==> config.mk <==
export PLATFORM = sky130hd
export DESIGN_NAME = multi_channel_liveness_watchdog_core_flat
export DESIGN_NICKNAME = d
export VERILOG_FILES = /design/src/rtl/wdg_pkg.sv /design/src/rtl/wdg_if.sv /design/src/rtl/wdg_ram.sv /design/src/rtl/wdg_scan.sv /design/src/rtl/multi_channel_liveness_watchdog_core.sv /design/src/flat_wrapper.sv
export SDC_FILE = /design/constraint.sdc
export NUM_CORES = 1
export LEC_CHECK = 0
export ABC_AREA = 1
export ABC_CLOCK_PERIOD_IN_PS = 8900
export BUFFER_PORTS_ARGS = -buffer_cell sky130_fd_sc_hd__buf_2
export CORE_ASPECT_RATIO = 0.75
export CORE_MARGIN = 4
export CORE_UTILIZATION = 57
export CTS_CLUSTER_DIAMETER = 120
export DETAILED_ROUTE_END_ITERATION = 10
export GPL_TIMING_DRIVEN = 0
export PLACE_DENSITY_LB_ADDON = 0.1
export SYNTH_ARGS = -nofsm -noshare
export SYNTH_HDL_FRONTEND = slang
export SYNTH_SLANG_ARGS = --single-unit
==> constraint.sdc <==
create_clock -name clk_i -period 8.9 [get_ports clk_i]
set_input_delay 1.78 -clock clk_i [delete_from_list [all_inputs] [get_ports clk_i]]
set_output_delay 1.78 -clock clk_i [all_outputs]
set_load 0.02 [all_outputs]
==> src/rtl/wdg_pkg.sv <==
package wdg_pkg;

  localparam int unsigned CHANNELS    = 8;
  localparam int unsigned COUNT_WIDTH = 32;

  localparam int unsigned CH_W      = (CHANNELS > 1) ? $clog2(CHANNELS) : 1;
  localparam int unsigned CNT_W     = COUNT_WIDTH;
  localparam int unsigned TIMEOUT_W = 31;
  localparam int unsigned CHAN_W    = 3;
  localparam int unsigned ELAPSED_W = 32;
  localparam int unsigned CMP_W     = (CNT_W > TIMEOUT_W) ? CNT_W : TIMEOUT_W;

  localparam logic [TIMEOUT_W-1:0] TIMEOUT_RESET = TIMEOUT_W'(2000);

  typedef enum logic {
    REQ_TICK = 1'b0,
    REQ_KICK = 1'b1
  } req_type_e;

  // Result of one pass over the stamp memory
  typedef struct packed {
    logic             done;
    logic [CH_W-1:0]  idx;
    logic [CNT_W-1:0] elapsed;
  } scan_res_t;

  // Elapsed ticks clamped to the 32-bit output field
  function automatic logic [ELAPSED_W-1:0] sat_elapsed(input logic [CNT_W-1:0] el);
    logic [63:0] ext;
    ext = 64'(el);
    return (ext > 64'h0000_0000_FFFF_FFFF) ? '1 : ext[ELAPSED_W-1:0];
  endfunction

endpackage

==> src/rtl/wdg_if.sv <==
interface wdg_req_if;
  logic                       valid;
  logic                       ready;
  logic                       req_type;
  logic [wdg_pkg::CHAN_W-1:0] channel;

  modport source (output valid, req_type, channel, input ready);
  modport sink   (input valid, req_type, channel, output ready);
endinterface

interface wdg_res_if;
  logic                          valid;
  logic                          ready;
  logic                          expired;
  logic [wdg_pkg::CHAN_W-1:0]    oldest_channel;
  logic [wdg_pkg::ELAPSED_W-1:0] oldest_elapsed;

  modport source (output valid, expired, oldest_channel, oldest_elapsed, input ready);
  modport sink   (input valid, expired, oldest_channel, oldest_elapsed, output ready);
endinterface

interface wdg_cfg_if;
  logic                          valid;
  logic                          ready;
  logic [wdg_pkg::TIMEOUT_W-1:0] timeout_ticks;

  modport source (output valid, timeout_ticks, input ready);
  modport sink   (input valid, timeout_ticks, output ready);
endinterface

==> src/rtl/wdg_ram.sv <==
module wdg_ram #(
  parameter int unsigned WIDTH = 32,
  parameter int unsigned DEPTH = 8
) (
  input  logic                                      clk_i,
  input  logic                                      we_i,
  input  logic [((DEPTH > 1) ? $clog2(DEPTH) : 1)-1:0] waddr_i,
  input  logic [WIDTH-1:0]                          wdata_i,
  input  logic                                      re_i,
  input  logic [((DEPTH > 1) ? $clog2(DEPTH) : 1)-1:0] raddr_i,
  output logic [WIDTH-1:0]                          rdata_o
);

  logic [WIDTH-1:0] mem_q [DEPTH];
  logic [WIDTH-1:0] rdata_q;

  always_ff @(posedge clk_i) begin
    if (we_i) begin
      mem_q[waddr_i] <= wdata_i;
    end
    if (re_i) begin
      rdata_q <= mem_q[raddr_i];
    end
  end

  assign rdata_o = rdata_q;

endmodule

==> src/rtl/wdg_scan.sv <==
module wdg_scan (
  input  logic                              clk_i,
  input  logic                              rst_ni,
  input  logic                              start_i,
  input  logic [wdg_pkg::CNT_W-1:0]         count_i,
  input  logic [wdg_pkg::CNT_W-1:0]         rdata_i,
  input  logic [wdg_pkg::CHANNELS-1:0]      stamp_vld_i,
  output logic                              rd_en_o,
  output logic [wdg_pkg::CH_W-1:0]          rd_addr_o,
  output wdg_pkg::scan_res_t                res_o
);

  localparam logic [wdg_pkg::CH_W-1:0] LastIdx = wdg_pkg::CH_W'(wdg_pkg::CHANNELS - 1);

  logic                        busy_q;
  logic [wdg_pkg::CH_W-1:0]    rd_idx_q;
  logic                        cmp_vld_q;
  logic                        cmp_last_q;
  logic [wdg_pkg::CH_W-1:0]    cmp_idx_q;
  logic                        done_q;
  logic [wdg_pkg::CH_W-1:0]    best_idx_q;
  logic [wdg_pkg::CNT_W-1:0]   best_el_q;
  logic [wdg_pkg::CNT_W-1:0]   stamp;
  logic [wdg_pkg::CNT_W-1:0]   el;
  logic                        take;

  assign rd_en_o   = busy_q;
  assign rd_addr_o = rd_idx_q;

  // Entries never kicked read as zero
  assign stamp = stamp_vld_i[cmp_idx_q] ? rdata_i : '0;
  assign el    = count_i - stamp;
  assign take  = (cmp_idx_q == '0) || (el > best_el_q);

  always_ff @(posedge clk_i or negedge rst_ni) begin
    if (!rst_ni) begin
      busy_q     <= 1'b0;
      rd_idx_q   <= '0;
      cmp_vld_q  <= 1'b0;
      cmp_last_q <= 1'b0;
      cmp_idx_q  <= '0;
      done_q     <= 1'b0;
    end else begin
      cmp_vld_q  <= busy_q;
      cmp_last_q <= busy_q && (rd_idx_q == LastIdx);
      cmp_idx_q  <= rd_idx_q;
      done_q     <= cmp_vld_q && cmp_last_q;
      if (start_i) begin
        busy_q   <= 1'b1;
        rd_idx_q <= '0;
      end else if (busy_q) begin
        if (rd_idx_q == LastIdx) begin
          busy_q <= 1'b0;
        end
        rd_idx_q <= rd_idx_q + 1'b1;
      end
    end
  end

  always_ff @(posedge clk_i) begin
    if (cmp_vld_q && take) begin
      best_idx_q <= cmp_idx_q;
      best_el_q  <= el;
    end
  end

  assign res_o.done    = done_q;
  assign res_o.idx     = best_idx_q;
  assign res_o.elapsed = best_el_q;

endmodule

==> src/rtl/multi_channel_liveness_watchdog_core.sv <==
// Liveness watchdog over wdg_pkg::CHANNELS clients. A tick item advances a free-running,
// wrapping count; a kick item stamps its channel with the current count. Each item returns
// one result: the channel whose last kick is oldest (lowest index on a tie) and the ticks
// since that kick. Once that figure exceeds timeout_ticks the expiry, culprit and its
// elapsed ticks latch and the count and stamps freeze; later items return the latched
// result. The stamps live in a single-port-read RAM, so an item is handled in steps:
// apply the item, one RAM read per channel, one compare stage, one step to finish the
// pass, and a check that tests the timeout and loads the result register. After expiry
// an item goes straight to the check with no pass over the stamps. A new item is taken
// while a result still waits; the check then holds until the waiting result is taken.
module multi_channel_liveness_watchdog_core (
  input  logic      clk_i,
  input  logic      rst_ni,
  wdg_req_if.sink   req_i,
  wdg_res_if.source res_o,
  wdg_cfg_if.sink   cfg_i
);

  typedef enum logic [1:0] {
    ST_IDLE,
    ST_SCAN,
    ST_CHECK
  } state_e;

  state_e                             state_q;
  logic [wdg_pkg::TIMEOUT_W-1:0]      timeout_q;
  logic [wdg_pkg::CNT_W-1:0]          count_q;
  logic [wdg_pkg::CHANNELS-1:0]       stamp_vld_q;
  logic                               expired_q;
  logic [wdg_pkg::CH_W-1:0]           culprit_idx_q;
  logic [wdg_pkg::CNT_W-1:0]          culprit_el_q;
  logic                               res_valid_q;
  logic                               res_expired_q;
  logic [wdg_pkg::CHAN_W-1:0]         res_channel_q;
  logic [wdg_pkg::ELAPSED_W-1:0]      res_elapsed_q;

  logic                               accept;
  logic                               is_kick;
  logic                               kick_in_range;
  logic                               ram_we;
  logic [wdg_pkg::CH_W-1:0]           kick_addr;
  logic                               scan_start;
  logic                               rd_en;
  logic [wdg_pkg::CH_W-1:0]           rd_addr;
  logic [wdg_pkg::CNT_W-1:0]          rdata;
  wdg_pkg::scan_res_t                 scan_res;
  logic                               out_free;
  logic                               over;

  assign req_i.ready = (state_q == ST_IDLE);
  assign cfg_i.ready = 1'b1;
  assign accept      = req_i.valid && req_i.ready;

  assign is_kick       = (req_i.req_type == wdg_pkg::REQ_KICK);
  assign kick_in_range = (32'(req_i.channel) < 32'(wdg_pkg::CHANNELS));
  assign kick_addr     = wdg_pkg::CH_W'(req_i.channel);
  assign ram_we        = accept && !expired_q && is_kick && kick_in_range;
  assign scan_start    = accept && !expired_q;

  assign out_free = !res_valid_q || res_o.ready;
  assign over     = wdg_pkg::CMP_W'(scan_res.elapsed) > wdg_pkg::CMP_W'(timeout_q);

  wdg_ram #(
    .WIDTH (wdg_pkg::CNT_W),
    .DEPTH (wdg_pkg::CHANNELS)
  ) u_stamp_ram (
    .clk_i   (clk_i),
    .we_i    (ram_we),
    .waddr_i (kick_addr),
    .wdata_i (count_q),
    .re_i    (rd_en),
    .raddr_i (rd_addr),
    .rdata_o (rdata)
  );

  wdg_scan u_scan (
    .clk_i       (clk_i),
    .rst_ni      (rst_ni),
    .start_i     (scan_start),
    .count_i     (count_q),
    .rdata_i     (rdata),
    .stamp_vld_i (stamp_vld_q),
    .rd_en_o     (rd_en),
    .rd_addr_o   (rd_addr),
    .res_o       (scan_res)
  );

  always_ff @(posedge clk_i or negedge rst_ni) begin
    if (!rst_ni) begin
      state_q       <= ST_IDLE;
      timeout_q     <= wdg_pkg::TIMEOUT_RESET;
      count_q       <= '0;
      stamp_vld_q   <= '0;
      expired_q     <= 1'b0;
      culprit_idx_q <= '0;
      culprit_el_q  <= '0;
      res_valid_q   <= 1'b0;
      res_expired_q <= 1'b0;
      res_channel_q <= '0;
      res_elapsed_q <= '0;
    end else begin
      if (cfg_i.valid) begin
        timeout_q <= cfg_i.timeout_ticks;
      end
      // in check a taken result is replaced by the next one below
      if (res_valid_q && res_o.ready && (state_q != ST_CHECK)) begin
        res_valid_q <= 1'b0;
      end
      unique case (state_q)
        ST_IDLE: begin
          if (accept) begin
            if (expired_q) begin
              state_q <= ST_CHECK;
            end else begin
              if (!is_kick) begin
                count_q <= count_q + 1'b1;
              end
              if (ram_we) begin
                stamp_vld_q[kick_addr] <= 1'b1;
              end
              state_q <= ST_SCAN;
            end
          end
        end
        ST_SCAN: begin
          if (scan_res.done) begin
            state_q <= ST_CHECK;
          end
        end
        ST_CHECK: begin
          if (out_free) begin
            res_valid_q <= 1'b1;
            if (expired_q) begin
              res_expired_q <= 1'b1;
              res_channel_q <= wdg_pkg::CHAN_W'(culprit_idx_q);
              res_elapsed_q <= wdg_pkg::sat_elapsed(culprit_el_q);
            end else begin
              if (over) begin
                expired_q     <= 1'b1;
                culprit_idx_q <= scan_res.idx;
                culprit_el_q  <= scan_res.elapsed;
              end
              res_expired_q <= over;
              res_channel_q <= wdg_pkg::CHAN_W'(scan_res.idx);
              res_elapsed_q <= wdg_pkg::sat_elapsed(scan_res.elapsed);
            end
            state_q <= ST_IDLE;
          end
        end
        default: state_q <= ST_IDLE;
      endcase
    end
  end

  assign res_o.valid          = res_valid_q;
  assign res_o.expired        = res_expired_q;
  assign res_o.oldest_channel = res_channel_q;
  assign res_o.oldest_elapsed = res_elapsed_q;

  a_expired_sticky: assert property (@(posedge clk_i) disable iff (!rst_ni)
    expired_q |=> expired_q)
    else $error("expiry flag cleared");

  a_frozen_after_expiry: assert property (@(posedge clk_i) disable iff (!rst_ni)
    expired_q |=> ($stable(count_q) && $stable(stamp_vld_q) && $stable(culprit_el_q)))
    else $error("state changed after expiry");

  a_result_from_check: assert property (@(posedge clk_i) disable iff (!rst_ni)
    $rose(res_valid_q) |-> $past(state_q == ST_CHECK))
    else $error("result loaded outside check");

  a_expired_result_latched: assert property (@(posedge clk_i) disable iff (!rst_ni)
    (res_valid_q && res_expired_q) |-> expired_q)
    else $error("expired result without latched expiry");

endmodule
==> src/flat_wrapper.sv <==
// flat-port wrapper written by rule: the top's interface ports become plain ports
module multi_channel_liveness_watchdog_core_flat 
  (clk_i, rst_ni, req_i_valid, req_i_req_type, req_i_channel, req_i_ready, res_o_valid, res_o_expired, res_o_oldest_channel, res_o_oldest_elapsed, res_o_ready, cfg_i_valid, cfg_i_timeout_ticks, cfg_i_ready);
  wdg_req_if req_i_i ();
  wdg_res_if res_o_i ();
  wdg_cfg_if cfg_i_i ();
  input  logic clk_i;
  input  logic rst_ni;
  input wire logic [$bits(req_i_i.valid)-1:0] req_i_valid;
  input wire logic [$bits(req_i_i.req_type)-1:0] req_i_req_type;
  input wire logic [$bits(req_i_i.channel)-1:0] req_i_channel;
  output wire logic [$bits(req_i_i.ready)-1:0] req_i_ready;
  output wire logic [$bits(res_o_i.valid)-1:0] res_o_valid;
  output wire logic [$bits(res_o_i.expired)-1:0] res_o_expired;
  output wire logic [$bits(res_o_i.oldest_channel)-1:0] res_o_oldest_channel;
  output wire logic [$bits(res_o_i.oldest_elapsed)-1:0] res_o_oldest_elapsed;
  input wire logic [$bits(res_o_i.ready)-1:0] res_o_ready;
  input wire logic [$bits(cfg_i_i.valid)-1:0] cfg_i_valid;
  input wire logic [$bits(cfg_i_i.timeout_ticks)-1:0] cfg_i_timeout_ticks;
  output wire logic [$bits(cfg_i_i.ready)-1:0] cfg_i_ready;
  assign req_i_i.valid = req_i_valid;
  assign req_i_i.req_type = req_i_req_type;
  assign req_i_i.channel = req_i_channel;
  assign req_i_ready = req_i_i.ready;
  assign res_o_valid = res_o_i.valid;
  assign res_o_expired = res_o_i.expired;
  assign res_o_oldest_channel = res_o_i.oldest_channel;
  assign res_o_oldest_elapsed = res_o_i.oldest_elapsed;
  assign res_o_i.ready = res_o_ready;
  assign cfg_i_i.valid = cfg_i_valid;
  assign cfg_i_i.timeout_ticks = cfg_i_timeout_ticks;
  assign cfg_i_ready = cfg_i_i.ready;
  multi_channel_liveness_watchdog_core u_core (.clk_i(clk_i), .rst_ni(rst_ni), .req_i(req_i_i), .res_o(res_o_i), .cfg_i(cfg_i_i));
endmodule
== Yosys cells after proc, flatten, opt, wreduce, memory -nomap -nowiden ==
Memory sizes are Yosys's and may differ from the RTL's. A register that Yosys moved wholly into a read port is not among the register bits.
Cells that the tools add are included.
Operators by class
  add/subtract/negate cells: 3
  multiply operators: 0
  div/mod/pow operators: 0
  order comparisons: 5
  equality and inequality tests: 7
  shifts and indexed selects: 0
  mux-type cells: 25
  bitwise gates (word level): 3
  reduce and logical (&&, ||, !) cells: 21
Operators by type and width (number)
  $mux 32: 2
  $add 32x1->32 const B: 1
  $gt 32x31->1: 1
  $gt 32x32->1: 1
  $sub 32x32->32: 1
  $mux 1: 13
  $reduce_and 4->1: 3
  $logic_and 1x1->1: 9
  $mux 3: 3
  $lt 3x4->1 const B: 2
  $mux 2: 4
  $or 8x8->8: 1
  $ne 2x2->1 const B: 3
  $pmux 2 s3: 1
  $add 3x1->3 const B: 1
  $bmux 1 s3: 1
  $demux 1 s3: 1
  $eq 3x3->1 const B: 1
  $ge 3x1->1 const B: 1
  $logic_not 3->1: 1
  $reduce_and 3->1: 1
  $eq 2x1->1 const B: 1
  $eq 2x2->1 const B: 1
  $logic_not 1->1: 2
  other kinds (6): 8
Storage, ports and cells
  register bits: 191
  latch bits: 0
  RAM bits: 256
  memory bits (read-only): 0
  input bits: 40
  output and inout port bits: 39
  logic and storage cells: 84
  memories: 1
Memory list
  u_core.u_stamp_ram.mem_q: depth 8, bits a word 32, read ports 1, clocked after memory_dff 1, wr ports 1, RTL line wdg_ram.sv:14  | logic [WIDTH-1:0] mem_q [DEPTH];

== Longest topological paths before layout ==
  word-level depth: 7
  mapped depth: 31
  gate-level depth less buffers: 30

== Modules after synthesis ==
A second synthesis with hierarchy kept.
Unflattened totals
  cell total of the unflattened synthesis: 2627
  area, all modules: 24018.0 µm²
Modules (own cells, without submodules)
  wdg_ram: times used 1, cells each 1156, area an instance 12192.9 µm², sequential area each 8648.3 µm²
  multi_channel_liveness_watchdog_core: times used 1, cells each 851, area an instance 7280.7 µm², sequential area each 3636.0 µm²
  wdg_scan: times used 1, cells each 620, area an instance 4544.4 µm², sequential area each 1301.2 µm²

== Worst setup path after synthesis ==
OpenSTA, ideal clock, no wires.
  kind: reg2reg
  from: register u_core.u_scan.cmp_idx_q[0] (netlist name)
  to: register u_core.u_scan.best_el_q[0] (netlist name), enable pin
  setup time: 0.481 ns
  arrival time: 6.026 ns
  required time: 8.419 ns
  setup slack: 2.393 ns
  stages on the path, launching flop included: 26
  buffers on the path: 1
  period minus slack after synthesis: 6.507 ns
  path through: dfrtp_1 inv_1 a21oi_1 o21ai_0 nand3_1 nand2_1 inv_1 clkbuf_1 nand2_1 ha_1 nand2_1 o21ai_0 a21oi_1 o21ai_0 nand3_1 nand3_1 nand2_1 ha_1 nand2_1 nor2_1 nand4_1 nor2_1 nand2_1 nand4_1 nand2_1 a21boi_0
Between the ends
  word-level cells in the longest chain between the ends: 7
  elaborated cells on any way between the ends: 8
  those cells by class: 1 x add/sub; 1 x order compare; 3 x mux; 3 x reduce/logical
Ends and longest elaborated chain
  start: declaration: RTL line wdg_scan.sv:19  | logic [wdg_pkg::CH_W-1:0] cmp_idx_q;
  start signal: assignment: RTL line wdg_scan.sv:46  | cmp_idx_q <= rd_idx_q;
  $bmux 1 s3: RTL line wdg_scan.sv:31  | assign stamp = stamp_vld_i[cmp_idx_q] ? rdata_i : '0;
  $mux 1 (not written as such): RTL line wdg_scan.sv:31
  $mux 32: RTL line wdg_scan.sv:31
  $sub 32x32->32: RTL line wdg_scan.sv:32  | assign el = count_i - stamp;
  via u_core.u_scan.el (one bit): RTL line wdg_scan.sv:24  | logic [wdg_pkg::CNT_W-1:0] el;
  $gt 32x32->1: RTL line wdg_scan.sv:33  | assign take = (cmp_idx_q == '0) || (el > best_el_q);
  $logic_or 1x1->1: RTL line wdg_scan.sv:33
  $logic_and 1x1->1: RTL line wdg_scan.sv:61  | if (cmp_vld_q && take) begin
  end signal: assignment: RTL line wdg_scan.sv:63  | best_el_q <= el;
  end: declaration: RTL line wdg_scan.sv:22  | logic [wdg_pkg::CNT_W-1:0] best_el_q;
The timed path passes the listed nets, and every way through them passes these cells. The select of a mux whose other input is x is not followed.
A chain may end at the register's enable or synchronous reset.

== Worst setup path after layout ==
  from: register u_core.u_scan.cmp_idx_q[0] (netlist name)
  to: register u_core.u_scan.best_el_q[25] (netlist name), enable pin
Same word-level chain as after synthesis.

==> impl_results.md <==
- Crit-path max FO: 28
- Hold Violations, Final: 0
- Worst Setup End Kind: register
- Routability cong.: 0.927
- WL final: 58100 um
- Most frequent cells in the layout: nand2_1 (435), nor2_1 (339), edfxtp_1 (323)
- Cell internal pwr: 3.79 mW
- Sequential Power Share: 49.9%
- Vias in the first global route: 15600
- Post-DRT Antenna Nets: 0
- Worst Path Required: 9.16 ns
- HP Class: register to register
- Psw: 1.24 mW
- Setup Skew: 0.0142 ns
- Worst hold start: u_core.u_scan.rd_addr_o[2]$_DFFE_PN0P_
- CTS root buffer: clkbuf_16
- Post-synth cell types: 47
- Leakage dissipation: 11.0 nW
- Clock sink count: 478
- Mux contribution to synthesized area: 0.0506%
- Startpoint Class: register
- Top layer in use: met4
- WL per Instance: 20.1 um
- Syn nets: 2341
- Met1 wire length: 27200 um
- Setup bufs post-CTS: 0
- Max VDD drop: 194 uV
- Total die area: 42300 sq um
- Initial Util: 58.0%
- Worst-Skew Late Latency: 0.57 ns
- Switch share: 24.7%
- Synth-to-layout area growth: 13.1%
- CTS tree: done
- N_diodes: 0
- Critical R2R Launch: u_core.u_scan.cmp_idx_q[0]$_DFF_PN0_
- Comb pwr share: 10.2%
- Most common cell after layout, fill and taps aside: nand2_1
- R2R cell count: 26
- Reg2reg setup slack: 2.66 ns
- Main combinational cell family by area after synthesis: simple AND/OR/NAND/NOR gates
- Hold Path Stages: 0
- Maximum clock frequency: 160 MHz
- Layout Nets: 2478
- Num ports: 79
- Rows: 62
- Clk slew on worst S/H paths: 0.06 ns
- Initial drt markers: 1789
- Crit share post-route: 70.1%
- Post-Synthesis Cells: 2203
- Met2 wire length: 23800 um
- Area fraction in compound gates after synthesis: 9.71%
- Global-route usage over all layers: 27.3%
- Worst Hold Path EP: u_core.u_scan.cmp_idx_q[2]$_DFF_PN0_
- Vias: 16600
- CP Class: register to register
- Worst EP arrival: 6.51 ns
- # Max-Cap Violations: 0
- DRC violations left: 0
- Met3 WL: 5890 um
- Port buffer count: 76
- CTS Buf Count: 47
- Die Wd: 236 um
- Synth Area in XOR/XNOR: 1.81%
- Yosys reg bits: 478
- Final Core Density: 65.6%
- Layout cells sized above 1: 8.87%
- Clk pwr share: 39.9%
- Post-detail-place hpwl: 42400 um
- Post-synthesis sequential area ratio: 61.0%
- Worst slew margin: 31.8%
- Placeable core area: 38400 sq um
- Largest net degree at the start of global routing: 93
- Min cycle time layout: 6.24 ns
- Max Root-Sink Buffers: 3
- Post-CTS Resized: 0
- Remaining global-route overflow: 0
- Worst r2r dst: u_core.u_scan.best_el_q[25]$_DFFE_PP_
- First-pass GRT wire length: 89700 um
- Pin slew with the least headroom to its limit: 1.02 ns
- Synth Cell Area: 22300 sq um
- Power Dens Cells: 200 nW/um^2
- Synth Area in Simple Gates: 17.2%
- Setup violators final: 0
- Slew Viols, Final: 0
- Synth warn: 0
- Post-synthesis adder-cell area fraction: 5.54%
- Status: complete, no violations
- Vias per inst: 5.76
- Mapped Avg Cell Area: 10.1 sq um
- Placed Area: 23600 sq um
- Hold_buf cts: 0
- Die Ht: 179 um
- Drt first pass iters: 5
- H-tree levels: 2
- Initial antenna violation count: 0
- RSZ-0062 raised after global routing: false
- Final instance area: 25200 sq um
-- power by group through the flow --
stage	sequential (mW)	clock [mW]	combinational, mW
floorplan	2.65	0	0.222
global placement	2.55	0	0.496
detailed placement	2.56	0	0.510
CTS	2.51	2.03	0.513
global route	2.52	2.13	0.568
finish	2.51	2.01	0.515
-- through the flow --
stage | TNS [ns] | hold WS [ns] | power [mW] | cells | setup WS (ns)
after floorplan | 0 | 0.380 | 2.87 | 2203 | 2.39
after global placement | -11.15 | 0.398 | 3.05 | 2791 | -0.325
after detailed placement | 0 | 0.392 | 3.07 | 2803 | 2.82
after CTS | 0 | 0.406 | 5.06 | 2891 | 2.77
after global routing | 0 | 0.433 | 5.22 | 2891 | 2.06
final | 0 | 0.404 | 5.03 | 2891 | 2.66
-- metal layers --
metal / GRT usage [%] / up-vias
met5: 0 / -
met4: 5.98 / 0
li1: - / 7820
met2: 38.9 / 681
met1: 42.5 / 8055
met3: 7.12 / 89
-- layout make-up --
cell class                 instances  area, sq um
multi-input combinational       1461         7710
clock inverter                    13          155
tap                              512          641
buffer                            88          375
inverter                         176          661
sequential                       478        13600
timing repair buffer              88          649
clock buffer                      75         1400
fill                            3072        13200
-- cell usage after synthesis, drive strengths merged --
library cell / n / area (sq um)
o21a: 7 / 52.6
clkbuf: 60 / 225
nor4: 3 / 18.8
or2: 5 / 31.3
buf: 28 / 150
a31oi: 70 / 438
fa: 1 / 20.0
nor3b: 2 / 20.0
xnor2: 16 / 140
edfxtp: 323 / 9700
nand2: 437 / 1650
a21boi: 2 / 26.3
xor2: 30 / 263
a21o: 5 / 37.5
conb: 1 / 3.75
o21ai: 194 / 971
inv: 176 / 661
o22ai: 32 / 200
nor2: 350 / 1340
ha: 97 / 1210
a21oi: 72 / 360
o211ai: 1 / 7.51
dfrtp: 149 / 3730
nand4: 55 / 365
nor3: 21 / 131
dfstp: 6 / 158
o21bai: 8 / 60.1
nand3b: 3 / 22.5
o32ai: 1 / 8.76
mux2: 1 / 11.3
nand3: 46 / 248
and2: 1 / 6.26
-- registers in the layout (all words and copies together) (netlist names), 2 cells and up --
name                         cells
u_core.culprit_idx_q             3
u_core.res_o.oldest_channel      3
u_core.state_q                   2
u_core.u_scan.cmp_idx_q          3
u_core.timeout_q                31
u_core.count_q                  32
u_core.u_stamp_ram.rdata_o      32
u_core.u_scan.rd_addr_o          3
u_core.res_o.oldest_elapsed     32
u_core.culprit_el_q             32
u_core.u_scan.best_idx_q         3
u_core.u_scan.best_el_q         32
u_core.stamp_vld_q               8
u_core.u_stamp_ram.mem_q       256
-- critical path, stage by stage, from the launching register on --
cell and delay [ns]:
dfrtp_1 0.48, inv_1 0.12, a21oi_1 0.13, o21ai_0 0.11, nand3_1 0.08, nand2_1 0.11, inv_1 0.19, clkbuf_1 0.47
nand2_1 0.12, ha_1 0.39, nand2_1 0.08, o21ai_0 0.35, a21oi_1 0.20, o21ai_0 0.63, nand3_1 0.24, nand3_1 0.13
nand2_1 0.10, ha_1 0.30, nand2_1 0.07, nor2_1 0.17, nand4_1 0.24, nor2_1 0.23, nand2_1 0.12, nand4_1 0.13
nand2_1 0.13, a21boi_4 0.33, buf_12 0.24
-- logic make-up after synthesis --
group	after synthesis
buffers and inverters	264
AOI/OAI and AO/OA	392
adders and majority gates	98
xor gates and xnor gates	46
and+or+nand+nor	923
muxes	1
DFF	478
other	1
-- worst max-delay path by stage --
stage                                               startpoint                               endpoint  cells past startpoint
final                     u_core.u_scan.cmp_idx_q[0]$_DFF_PN0_  u_core.u_scan.best_el_q[25]$_DFFE_PP_                     26
after global routing      u_core.u_scan.cmp_idx_q[0]$_DFF_PN0_  u_core.u_scan.best_el_q[28]$_DFFE_PP_                     26
after CTS                 u_core.u_scan.cmp_idx_q[0]$_DFF_PN0_  u_core.u_scan.best_el_q[17]$_DFFE_PP_                     26
after detailed placement  u_core.u_scan.cmp_idx_q[0]$_DFF_PN0_  u_core.u_scan.best_el_q[25]$_DFFE_PP_                     26
after global placement    u_core.u_scan.cmp_idx_q[0]$_DFF_PN0_  u_core.u_scan.best_el_q[26]$_DFFE_PP_                     25
after floorplan           u_core.u_scan.cmp_idx_q[0]$_DFF_PN0_   u_core.u_scan.best_el_q[0]$_DFFE_PP_                     25
Power figures use the tool's default switching activity.
